### src/rtl/fat_pkg.sv
// Shared constants and types for the fitting alignment block.
package fat_pkg;

    localparam int SYM_W       = 8;
    localparam int OP_W        = 2;
    localparam int SCORE_OUT_W = 7;
    localparam int STATUS_W    = 2;
    localparam int ITEM_W      = 18;

    // command opcodes
    localparam logic [OP_W-1:0] OP_LOAD_PAT = 2'd0;
    localparam logic [OP_W-1:0] OP_LOAD_REF = 2'd1;
    localparam logic [OP_W-1:0] OP_RUN      = 2'd2;

    // traceback directions
    localparam logic [1:0] DIR_DIAG = 2'd0;
    localparam logic [1:0] DIR_UP   = 2'd1;
    localparam logic [1:0] DIR_LEFT = 2'd2;

    // result status codes
    localparam logic [STATUS_W-1:0] ST_OK       = 2'd0;
    localparam logic [STATUS_W-1:0] ST_OVERFLOW = 2'd1;
    localparam logic [STATUS_W-1:0] ST_EMPTY    = 2'd2;

    // token that walks the cell chain with each pattern row
    typedef struct packed {
        logic valid;
        logic last;
    } fat_tok_t;

    // control broadcast from the sequencer to every cell
    typedef struct packed {
        logic clear;
        logic ref_we;
    } fat_ctl_t;

endpackage

### src/rtl/fat_cell.sv
// One reference column of the scoring chain: score, direction store, best tracking.
module fat_cell
    import fat_pkg::*;
#(
    parameter int COL = 1,
    parameter int MAX_PATTERN = 32,
    parameter int SW = 8,
    parameter int PW = 6,
    parameter int CW = 6,
    parameter int AW = 5
)
(
    input  logic                 clk,
    input  logic                 rst_n,
    input  fat_ctl_t             ctl,
    input  logic [CW-1:0]        ref_idx,
    input  logic [SYM_W-1:0]     symbol,
    input  logic [CW-1:0]        ref_len,
    input  logic [AW-1:0]        rd_addr,
    input  fat_tok_t             in_tok,
    input  logic [SYM_W-1:0]     in_pchar,
    input  logic [PW-1:0]        in_row,
    input  logic signed [SW-1:0] in_left,
    input  logic signed [SW-1:0] in_diag,
    input  logic signed [SW-1:0] in_best,
    input  logic [CW-1:0]        in_bestj,
    output fat_tok_t             out_tok,
    output logic [SYM_W-1:0]     out_pchar,
    output logic [PW-1:0]        out_row,
    output logic signed [SW-1:0] out_left,
    output logic signed [SW-1:0] out_diag,
    output logic signed [SW-1:0] out_best,
    output logic [CW-1:0]        out_bestj,
    output logic [SYM_W-1:0]     ref_char,
    output logic [1:0]           dir_rd
);

    localparam logic [CW-1:0]        COL_IDX = CW'(COL);
    localparam logic [CW-1:0]        COL_M1  = CW'(COL - 1);
    localparam logic signed [SW-1:0] ONE     = SW'(1);

    logic [SYM_W-1:0]     ref_reg;
    logic signed [SW-1:0] score_reg;
    logic [1:0]           dir_mem [MAX_PATTERN];
    logic [1:0]           dir_rd_reg;
    fat_tok_t             tok_reg;
    logic [SYM_W-1:0]     pchar_reg;
    logic [PW-1:0]        row_reg;
    logic signed [SW-1:0] snew_reg;
    logic signed [SW-1:0] sold_reg;
    logic signed [SW-1:0] best_reg;
    logic [CW-1:0]        bestj_reg;

    logic signed [SW-1:0] dg;
    logic signed [SW-1:0] up;
    logic signed [SW-1:0] lf;
    logic signed [SW-1:0] s;
    logic [1:0]           d;
    logic                 take;
    logic [PW-1:0]        row_m1;

    // cell recurrence: max of diagonal, up and left
    always_comb
    begin
        dg = (in_pchar == ref_reg) ? in_diag + ONE : in_diag - ONE;
        up = score_reg - ONE;
        lf = in_left - ONE;
        s  = dg;
        if (up > s)
        begin
            s = up;
        end
        if (lf > s)
        begin
            s = lf;
        end
        if (dg == s)
        begin
            d = DIR_DIAG;
        end
        else if (up == s)
        begin
            d = DIR_UP;
        end
        else
        begin
            d = DIR_LEFT;
        end
        take   = in_tok.last && (COL_IDX <= ref_len) && (s > in_best);
        row_m1 = in_row - PW'(1);
    end

    // token handoff to the neighbor
    always_ff @(posedge clk or negedge rst_n)
    begin
        if (!rst_n)
        begin
            tok_reg <= '0;
        end
        else
        begin
            tok_reg <= in_tok;
        end
    end

    // column storage and payload handoff
    always_ff @(posedge clk)
    begin
        if (ctl.ref_we && ref_idx == COL_M1)
        begin
            ref_reg <= symbol;
        end
        if (ctl.clear)
        begin
            score_reg <= '0;
        end
        else if (in_tok.valid)
        begin
            score_reg <= s;
        end
        if (in_tok.valid)
        begin
            dir_mem[row_m1[AW-1:0]] <= d;
        end
        dir_rd_reg <= dir_mem[rd_addr];
        pchar_reg  <= in_pchar;
        row_reg    <= in_row;
        snew_reg   <= s;
        sold_reg   <= score_reg;
        best_reg   <= take ? s : in_best;
        bestj_reg  <= take ? COL_IDX : in_bestj;
    end

    assign out_tok   = tok_reg;
    assign out_pchar = pchar_reg;
    assign out_row   = row_reg;
    assign out_left  = snew_reg;
    assign out_diag  = sold_reg;
    assign out_best  = best_reg;
    assign out_bestj = bestj_reg;
    assign ref_char  = ref_reg;
    assign dir_rd    = dir_rd_reg;

endmodule

### config.mk
export PLATFORM = sky130hd
export DESIGN_NAME = fat_cell
export DESIGN_NICKNAME = d
export VERILOG_FILES = /design/src/rtl/fat_pkg.sv /design/src/rtl/fat_cell.sv
export SDC_FILE = /design/constraint.sdc
export NUM_CORES = 1
export LEC_CHECK = 0
export BUFFER_PORTS_ARGS = -buffer_cell sky130_fd_sc_hd__buf_2
export CAP_MARGIN = 20
export CORE_MARGIN = 10
export CORE_UTILIZATION = 40
export DETAILED_ROUTE_END_ITERATION = 12
export MAX_ROUTING_LAYER = met4
export PLACE_DENSITY_LB_ADDON = 0.12
export SLEW_MARGIN = 20
export SYNTH_ARGS = -nofsm -noshare
export SYNTH_HDL_FRONTEND = slang
export SYNTH_SLANG_ARGS = --single-unit
export TNS_END_PERCENT = 5
### constraint.sdc
create_clock -name clk -period 9.21 [get_ports clk]
set_input_delay 0.921 -clock clk [delete_from_list [all_inputs] [get_ports clk]]
set_output_delay 0.921 -clock clk [all_outputs]
set_load 0.03 [all_outputs]
==> impl_metrics.toml, run 1 <==
[power_and_ir_drop]
power.density_nw_per_um2 = 431
irDropWorstVdd_uv = 294
leakagePower_nw = 3.14
power_w = 0.00336

[cells_and_area]
drive_above_1_share_pct = 32.0
n_fill_cell = 1363
nNetsFinal = 780
largest_register_ffs = 64
n_antenna_cell = 0
syn_to_final_growth_pct = 25.2
finish.utilization_pct = 51.2

[routing]
vias = 4632
drc = 0
wl_per_cell_um = 18.8
drt_wl_total_um = 16900
ant_nets = 0
first_pass_iters = 6
drt_iter0_drc = 274
vias_per_cell = 5.17

[die]
rows = 45
io_pins = 131
core_area_sq_um = 15300
die_w_um = 145
start_util_pct = 40.9
dieArea_sq_um = 21000
die_h_um = 145

[clock_network]
insertion_delay_ns = 0.42
clock-sinks = 128
cts_buffers = 17
post_cts_buffers = 0
cts.clk_slew.worst_paths_ns = 0.06
cts_resized = 0
postCtsHoldBufs = 0
htreeDepth = 4
cts_tree = "done"
clk_path_buf_depth = 2
root_buffer = "clkbuf_16"

[place]
hpwl_um = 13100
io_buffers = 130
dp_slack_ns = 0.563
place.gp.congestion = 0.925

[timing]
finalHoldViolCount = 0
rsz0062_at_grt = "false"
maxClockFrequency_mhz = 121
worst_pin_slew_ns = 0.768
maxSlewViolCount = 0
period_needed_ns = 8.27
setup_viol = 0
fin_skew_ns = 0.00816
slew_headroom_pct = 48.4
fin_crit_sh_pct = 89.8
final.setup.tns_ns = 0
worst_slack_ns = 0.938
finalHoldWorstSlack_ns = 0.275

[synthesis]
synth_flop_cell = "edfxtp_1"
yosysSeqAreaShare_pct = 52.8
synth_cells = 524
ys_ff_latch = 128
syn_avg_cell_area_sq_um = 11.9
async_flop_share_pct = 1.56
synth_cell_type_count = 63
yosysWarningCount = 0
synth_fp_nets = 632
synth_edf_count = 72
synthesis.area_sq_um = 6240

[critical_path]
crit_arrival_ns = 8.58
rr_worst_depth = 34
cp-startpoint = "in_pchar[1]"
crit_path_frequent_cell = "ha_1"
cp_max_fo = 15
crit_type = "in -> reg"
critPathRequiredTime_ns = 9.51
crit_path_end_kind = "flip-flop"
cp_slowest_stage_delay_ns = 0.51
critPathLaunchType = "primary input"
rr_startpoint = "ref_char[1]"
slowest_stage = "or4b_4"

[global_routing]
grt_pass1_wl_um = 26600
grt_overflow = 0
grt_max_degree = 33
grt_usage_pct = 17.0
grt_pass1_vias = 4946
antenna_found_initial = 0

[run_status]
status = "finished, final reports clean"

[flow_run]
maxCapViolCount = 0

[min_path]
hp-class = "in -> async"
[logic make-up (layout without fill, tap and decap cells)]
| logic type | Yosys count | after routing | share of synthesized area [%] |
|---|---|---|---|
| adders and majority gates | 34 | 34 | 6.90 |
| and+or+nand+nor | 154 | 154 | 12.3 |
| DFF | 128 | 128 | 52.8 |
| AOI/OAI and AO/OA | 85 | 85 | 9.95 |
| muxes | 27 | 27 | 8.47 |
| xor gates and xnor gates | 45 | 45 | 6.44 |
| buffers and inverters | 51 | 212 | 3.11 |
[synthesized netlist by cell type, types with 3 or more instances]
library cell | instances | area (sq um)
xor2_1 | 7 | 61.3
and3_1 | 5 | 31.3
o221ai_1 | 9 | 78.8
clkbuf_1 | 11 | 41.3
nor3_1 | 10 | 50.1
nor4b_1 | 3 | 26.3
nor4_1 | 3 | 18.8
edfxtp_1 | 72 | 2160
nand3b_1 | 5 | 37.5
ha_1 | 32 | 400
a2111oi_0 | 5 | 43.8
o21a_1 | 8 | 60.1
dfxtp_1 | 54 | 1080
nor2_1 | 57 | 214
nand2b_1 | 4 | 25.0
mux2_2 | 6 | 67.6
o21ai_0 | 19 | 95.1
nand2_1 | 26 | 97.6
nand3_1 | 10 | 50.1
nor2b_1 | 6 | 37.5
nand4_1 | 5 | 31.3
xnor2_1 | 37 | 324
or4_1 | 3 | 22.5
mux4_2 | 20 | 450
a31oi_1 | 5 | 31.3
o211ai_1 | 4 | 30.0
and2_1 | 6 | 37.5
a21oi_1 | 13 | 65.1
inv_1 | 36 | 135
[layer usage]
metal | track usage (%) | vias up | part of all wire, %
li1 | - | 2230 | -
met5 | - | - | 0
met1 | 20.5 | 2218 | 43
met3 | 4.20 | 32 | 5.1
met2 | 27.1 | 152 | 49
met4 | 6.38 | 0 | 2.3
[final cells by class]
type                    instances  area [sq um]  area share [%]
flip-flops and latches        128          3290            42.2
multi-input cells             345          2760            35.4
well taps                     211           264            3.38
clock inverters                11           100            1.28
repair buffers                143           748            9.58
inverters                      37           139            1.78
clock buffers                  21           503            6.44
[critical path, delay by kind of cell]
kind	cells	cell delay, ns
AO/OA/AOI/OAI	14	2.86
XOR/XNOR	2	0.33
adder cells (fa/ha/maj)	4	1.31
buffers and inverters	5	0.75
multiplexers	2	0.76
AND/OR/NAND/NOR	8	1.63
[per-stage QoR]
step,cells,area (sq um)
final,896,7810
after global placement,864,7210
after detailed placement,864,7210
after global routing,896,7810
after floorplan,524,6240
after CTS,896,7810
[path summary, 6_finish.rpt]
| kind | endpoint | slack (ns) |
|---|---|---|
| setup / recovery | out_best[0] | 0.94 |
| hold reg to reg | out_diag[1] | 0.40 |
| min in group clk | out_diag[1] | 0.40 |
| max in group asynchronous | out_tok[0] | 8.84 |
| hold / removal | out_tok[1] | 0.28 |
| setup reg to reg | out_best[0] | 1.09 |
[cell usage in the layout (no fill, tap or decap), types with 5 or more instances in the layout]
| cell | netlist | final |
|---|---|---|
| mux4_2 | 20 | 20 |
| xor2_1 | 7 | 7 |
| mux2_2 | 6 | 6 |
| edfxtp_1 | 72 | 72 |
| ha_1 | 32 | 32 |
| inv_1 | 36 | 36 |
| nand3_1 | 10 | 10 |
| o21a_1 | 8 | 8 |
| a21oi_1 | 13 | 13 |
| and2_1 | 6 | 6 |
| buf_4 | 0 | 13 |
| nand3b_1 | 5 | 5 |
| and3_1 | 5 | 5 |
| a2111oi_0 | 5 | 5 |
| buf_2 | 2 | 130 |
| o221ai_1 | 9 | 9 |
| nor2b_1 | 6 | 6 |
| nor2_1 | 57 | 57 |
| nand4_1 | 5 | 5 |
| nand2_1 | 26 | 26 |
| clkbuf_16 | 0 | 19 |
| xnor2_1 | 37 | 37 |
| dfxtp_1 | 54 | 54 |
| o21ai_0 | 19 | 18 |
| nor3_1 | 10 | 9 |
[power breakdown]
group | total (W) | switching, W | internal, W
clock network | 0.000671 | 0.000253 | 0.000418
registers | 0.000943 | 0.0000437 | 0.000899
logic | 0.00175 | 0.00113 | 0.000616
No activity file was read; power rests on OpenSTA's default activity.
==> run 2, diff against run 1 <==
- clock period: 9.21 -> 9.85 ns (I/O delays scaled with it)
==> impl_metrics.toml, run 2 (synthesis gave the netlist of run 1 again) <==
[run_status]
status = "finished, final reports clean"

[clock_network]
postCtsHoldBufs = 0
htreeDepth = 4
post_cts_buffers = 0
cts_resized = 0
cts.clk_slew.worst_paths_ns = 0.05
clock-sinks = 128
cts_tree = "done"
insertion_delay_ns = 0.41
root_buffer = "clkbuf_16"
cts_buffers = 17
clk_path_buf_depth = 2

[die]
start_util_pct = 40.9
dieArea_sq_um = 21000
die_w_um = 145
core_area_sq_um = 15300
die_h_um = 145
io_pins = 131
rows = 45

[routing]
ant_nets = 0
wl_per_cell_um = 18.6
vias = 4508
drt_wl_total_um = 16500
vias_per_cell = 5.07
wl_met2_um = 8090
first_pass_iters = 4
drt_iter0_drc = 194
dr_wl_met3_um = 899
highest_layer = "met4"
met1_length_um = 7370
drc = 0

[global_routing]
antenna_found_initial = 0
grt_max_degree = 33
grt_pass1_vias = 4926
grt_usage_pct = 16.5
grt_pass1_wl_um = 26000
grt_overflow = 0

[cells_and_area]
layout_common_cells = "130 x buf_2, 72 x edfxtp_1, 57 x nor2_1"
design_area_sq_um = 7710
syn_to_final_growth_pct = 23.7
nNetsFinal = 773
n_antenna_cell = 0
drive_above_1_share_pct = 30.7
largest_register_ffs = 64
final_common_cell = "buf_2"

[timing]
worst_pin_slew_ns = 0.782
fin_skew_ns = 0.00951
maxSlewViolCount = 0
maxClockFrequency_mhz = 114
worst_slack_ns = 1.07
slew_headroom_pct = 47.5
fin_crit_sh_pct = 89.2
finalHoldViolCount = 0
final.setup.tns_ns = 0
setup_viol = 0
period_needed_ns = 8.78
rsz0062_at_grt = "false"
finalHoldWorstSlack_ns = 0.353

[critical_path]
cp_max_fo = 15
crit_type = "in -> reg"
rr_startpoint = "ref_char[0]"
crit_path_end_kind = "flip-flop"
cp-startpoint = "in_pchar[0]"
critPathRequiredTime_ns = 10.11
critPathLaunchType = "primary input"
cp_slowest_stage_delay_ns = 0.51
crit_path_frequent_cell = "ha_1"
crit_arrival_ns = 9.04
slowest_stage = "or4b_4"

[place]
io_buffers = 130
place.gp.congestion = 0.918
post_dp_cell_area_sq_um = 7150
hpwl_um = 12700
dp_slack_ns = 0.700

[power_and_ir_drop]
power.density_nw_per_um2 = 398
irDropWorstVdd_uv = 344
leakagePower_nw = 3.08

[min_path]
hp-class = "in -> async"

[flow_run]
maxCapViolCount = 0
[run 2: routing by layer]
| layer | up-vias | GRT usage, % |
|---|---|---|
| met1 | 2137 | 19.9 |
| li1 | 2216 | - |
| met3 | 15 | 3.91 |
| met5 | - | - |
| met2 | 140 | 26.6 |
| met4 | 0 | 6.06 |
[run 2: final cells by class]
type / count / area (sq um)
fill: 1367 / 7540
clock buffer: 23 / 479
timing repair buffer: 136 / 696
inverter: 37 / 139
tap: 211 / 264
sequential: 128 / 3290
multi-input combinational: 345 / 2760
clock inverter: 9 / 82.6
[run 2: where the power goes]
part	switching [W]	internal [W]	total, W
clock network	0.000222	0.000368	0.000589
logic	0.00105	0.000556	0.00160
registers	0.0000419	0.000841	0.000883
total	0.00131	0.00176	0.00307
[run 2: path summary, 6_finish.rpt]
| path | end | slack (ns) | depth (start not counted) |
|---|---|---|---|
| max in group asynchronous | out_tok[1] | 9.40 | 1 |
| max reg2reg | out_best[6] | 1.30 | 34 |
| min reg2reg | out_diag[7] | 0.40 | 0 |
| min | out_tok[0] | 0.35 | 1 |
| max | out_best[6] | 1.07 | 35 |
| min in group clk | out_diag[7] | 0.40 | 0 |
[run 2: metrics by stage]
stage	power [W]	util (%)	std cells
finish	0.00307	50.6	889
floorplan	0.00199	-	524
detailed placement	0.00249	46.9	857
global route	0.00330	50.6	889
global placement	0.00247	46.9	857
CTS	0.00310	50.6	889
[run 2: worst max-delay path, delay by kind of cell]
kind	cells	cell delay (ns)
xor+xnor	2	0.33
fa+ha+maj	4	1.31
mux	1	0.40
simple gates	9	2.13
buf+inv	4	0.77
compound gates	15	3.06
==> run 3, diff against run 2 <==
- BUFFER_PORTS_ARGS: -buffer_cell sky130_fd_sc_hd__buf_2 -> default
- DONT_BUFFER_PORTS: default -> 1
==> impl_metrics.toml, run 3 (synthesis gave the netlist of run 1 again) <==
[critical_path]
crit_path_end_kind = "flip-flop"
rr_worst_depth = 33
critPathLaunchType = "flip-flop"
path_buf_inv = 4
rr_startpoint = "ref_char[1]"
cp_slowest_stage_delay_ns = 0.55
crit_family = "compound AO/OA/AOI/OAI gates"
ff2ff_setup_slack_ns = 0.97
critPathRequiredTime_ns = 10.13
crit_arrival_ns = 9.16
reg2reg_to = "out_best[1]"
crit_type = "reg -> reg"
cp_max_fo = 12
slowest_stage = "edfxtp_1"

[routing]
vias_per_cell = 5.45
wl_per_cell_um = 21.1
drt_iter0_drc = 315
vias = 4150
drt_wl_total_um = 16000
drc = 0
first_pass_iters = 8
ant_nets = 0

[die]
die_h_um = 145
rows = 45
core_area_sq_um = 15300
start_util_pct = 40.9
io_pins = 131
dieArea_sq_um = 21000
die_w_um = 145

[timing]
period_needed_ns = 8.88
finalHoldViolCount = 0
fin_crit_sh_pct = 90.1
maxSlewViolCount = 0
worst_pin_slew_ns = 0.647
final.setup.tns_ns = 0
setup_viol = 0
rsz0062_at_grt = "false"
fin_skew_ns = 0.00724
slew_headroom_pct = 56.3
maxClockFrequency_mhz = 113

[cells_and_area]
nNetsFinal = 644
finish.utilization_pct = 46.7
syn_to_final_growth_pct = 14.2
n_fill_cell = 1375
drive_above_1_share_pct = 15.1
largest_register_ffs = 64
layout_common_cells = "72 x edfxtp_1, 57 x nor2_1, 54 x dfxtp_1"
final_common_cell = "edfxtp_1"

[power_and_ir_drop]
irDropWorstVdd_uv = 339
p_int_w = 0.00174
p_sw_w = 0.00129
p_comb_share_pct = 45.5
leakagePower_nw = 2.60
p_clk_share_pct = 20.7
p_sw_share_pct = 42.5
seqPwrFrac_pct = 33.8
power.density_nw_per_um2 = 426

[clock_network]
htreeDepth = 4
cts_resized = 0
post_cts_buffers = 0
postCtsHoldBufs = 0
clk_path_buf_depth = 2
cts_buffers = 17
cts_tree = "done"
clock-sinks = 128
cts.clk_slew.worst_paths_ns = 0.06
root_buffer = "clkbuf_16"
insertion_delay_ns = 0.42

[flow_run]
maxCapViolCount = 0

[run_status]
status = "finished, final reports clean"

[place]
place.gp.congestion = 0.845
hpwl_um = 12400
io_buffers = 0

[global_routing]
grt_max_degree = 33
antenna_found_initial = 1
grt_overflow = 0
grt_pass1_wl_um = 24500
grt_pass1_vias = 4366
grt_usage_pct = 16.1

[min_path]
hp-class = "in -> async"
run 3: cell count changes in the layout (fill, tap and decap cells not counted):
cell / before / now
clkinv_2: 4 / 3
clkbuf_1: 4 / 0
clkinv_4: 2 / 4
diode_2: 0 / 1
clkinvlp_4: 2 / 0
inv_6: 0 / 1
clkbuf_16: 18 / 19
inv_4: 0 / 1
buf_2: 130 / 0
buf_4: 6 / 7
clkbuf_8: 1 / 3
run 3: worst max-delay path by stage:
stage	startpoint	to	slack [ns]	cells after the start
floorplan	in_pchar[0]	out_best[5]	1.70	36
global placement	in_pchar[1]	out_best[1]	0.85	34
detailed placement	in_pchar[1]	out_best[0]	0.65	33
CTS	ref_char[1]	out_best[1]	0.98	34
global route	ref_char[2]	out_best[7]	0.23	33
finish	ref_char[1]	out_best[1]	0.97	33
run 3: per-layer routing:
metal,vias to the layer above,routed length (um),global-route usage [%]
met4,0,396,6.65
met1,2003,6430,18.4
li1,1960,-,-
met2,156,7840,25.3
met3,31,1360,5.70
met5,-,0,-
run 3: cell type report:
| type | count | area [sq um] | share of cell area (%) |
|---|---|---|---|
| antenna | 1 | 2.50 | 0.0351 |
| clock buffer | 22 | 517 | 7.25 |
| clock inverter | 10 | 95.1 | 1.33 |
| inverter | 37 | 139 | 1.95 |
| multi-input combinational | 345 | 2760 | 38.8 |
| sequential | 128 | 3290 | 46.2 |
| tap | 211 | 264 | 3.71 |
| timing repair buffer | 7 | 52.6 | 0.738 |
run 3: power by group through the flow:
| stage | combinational, W | sequential [W] | clock, W |
|---|---|---|---|
| finish | 0.00138 | 0.00103 | 0.000627 |
| global route | 0.00156 | 0.00104 | 0.000665 |
| CTS | 0.00138 | 0.00103 | 0.000641 |
| detailed placement | 0.00137 | 0.00104 | 0 |
| global placement | 0.00136 | 0.00104 | 0 |
| floorplan | 0.000978 | 0.00101 | 0 |
run 3: through the flow:
stage / total power (W) / worst slack [ns] / instances / instance area (sq um) / hold WS, ns
after global routing: 0.00327 / 0.227 / 761 / 7120 / 0.237
after CTS: 0.00305 / 0.979 / 760 / 7120 / 0.238
after detailed placement: 0.00241 / 0.647 / 728 / 6510 / 0.398
after floorplan: 0.00199 / 1.70 / 524 / 6240 / 0.353
after global placement: 0.00240 / 0.848 / 728 / 6510 / 0.392
final: 0.00303 / 0.974 / 761 / 7120 / 0.259
run 3: worst reg2reg max path: cells and delay by family, from the launching register on:
family | cells | cell delay (ns)
xor gates and xnor gates | 2 | 0.44
and+or+nand+nor | 7 | 1.80
buffers and inverters | 4 | 0.94
DFF | 1 | 0.55
adders and majority gates | 4 | 1.28
AOI/OAI and AO/OA | 16 | 3.72
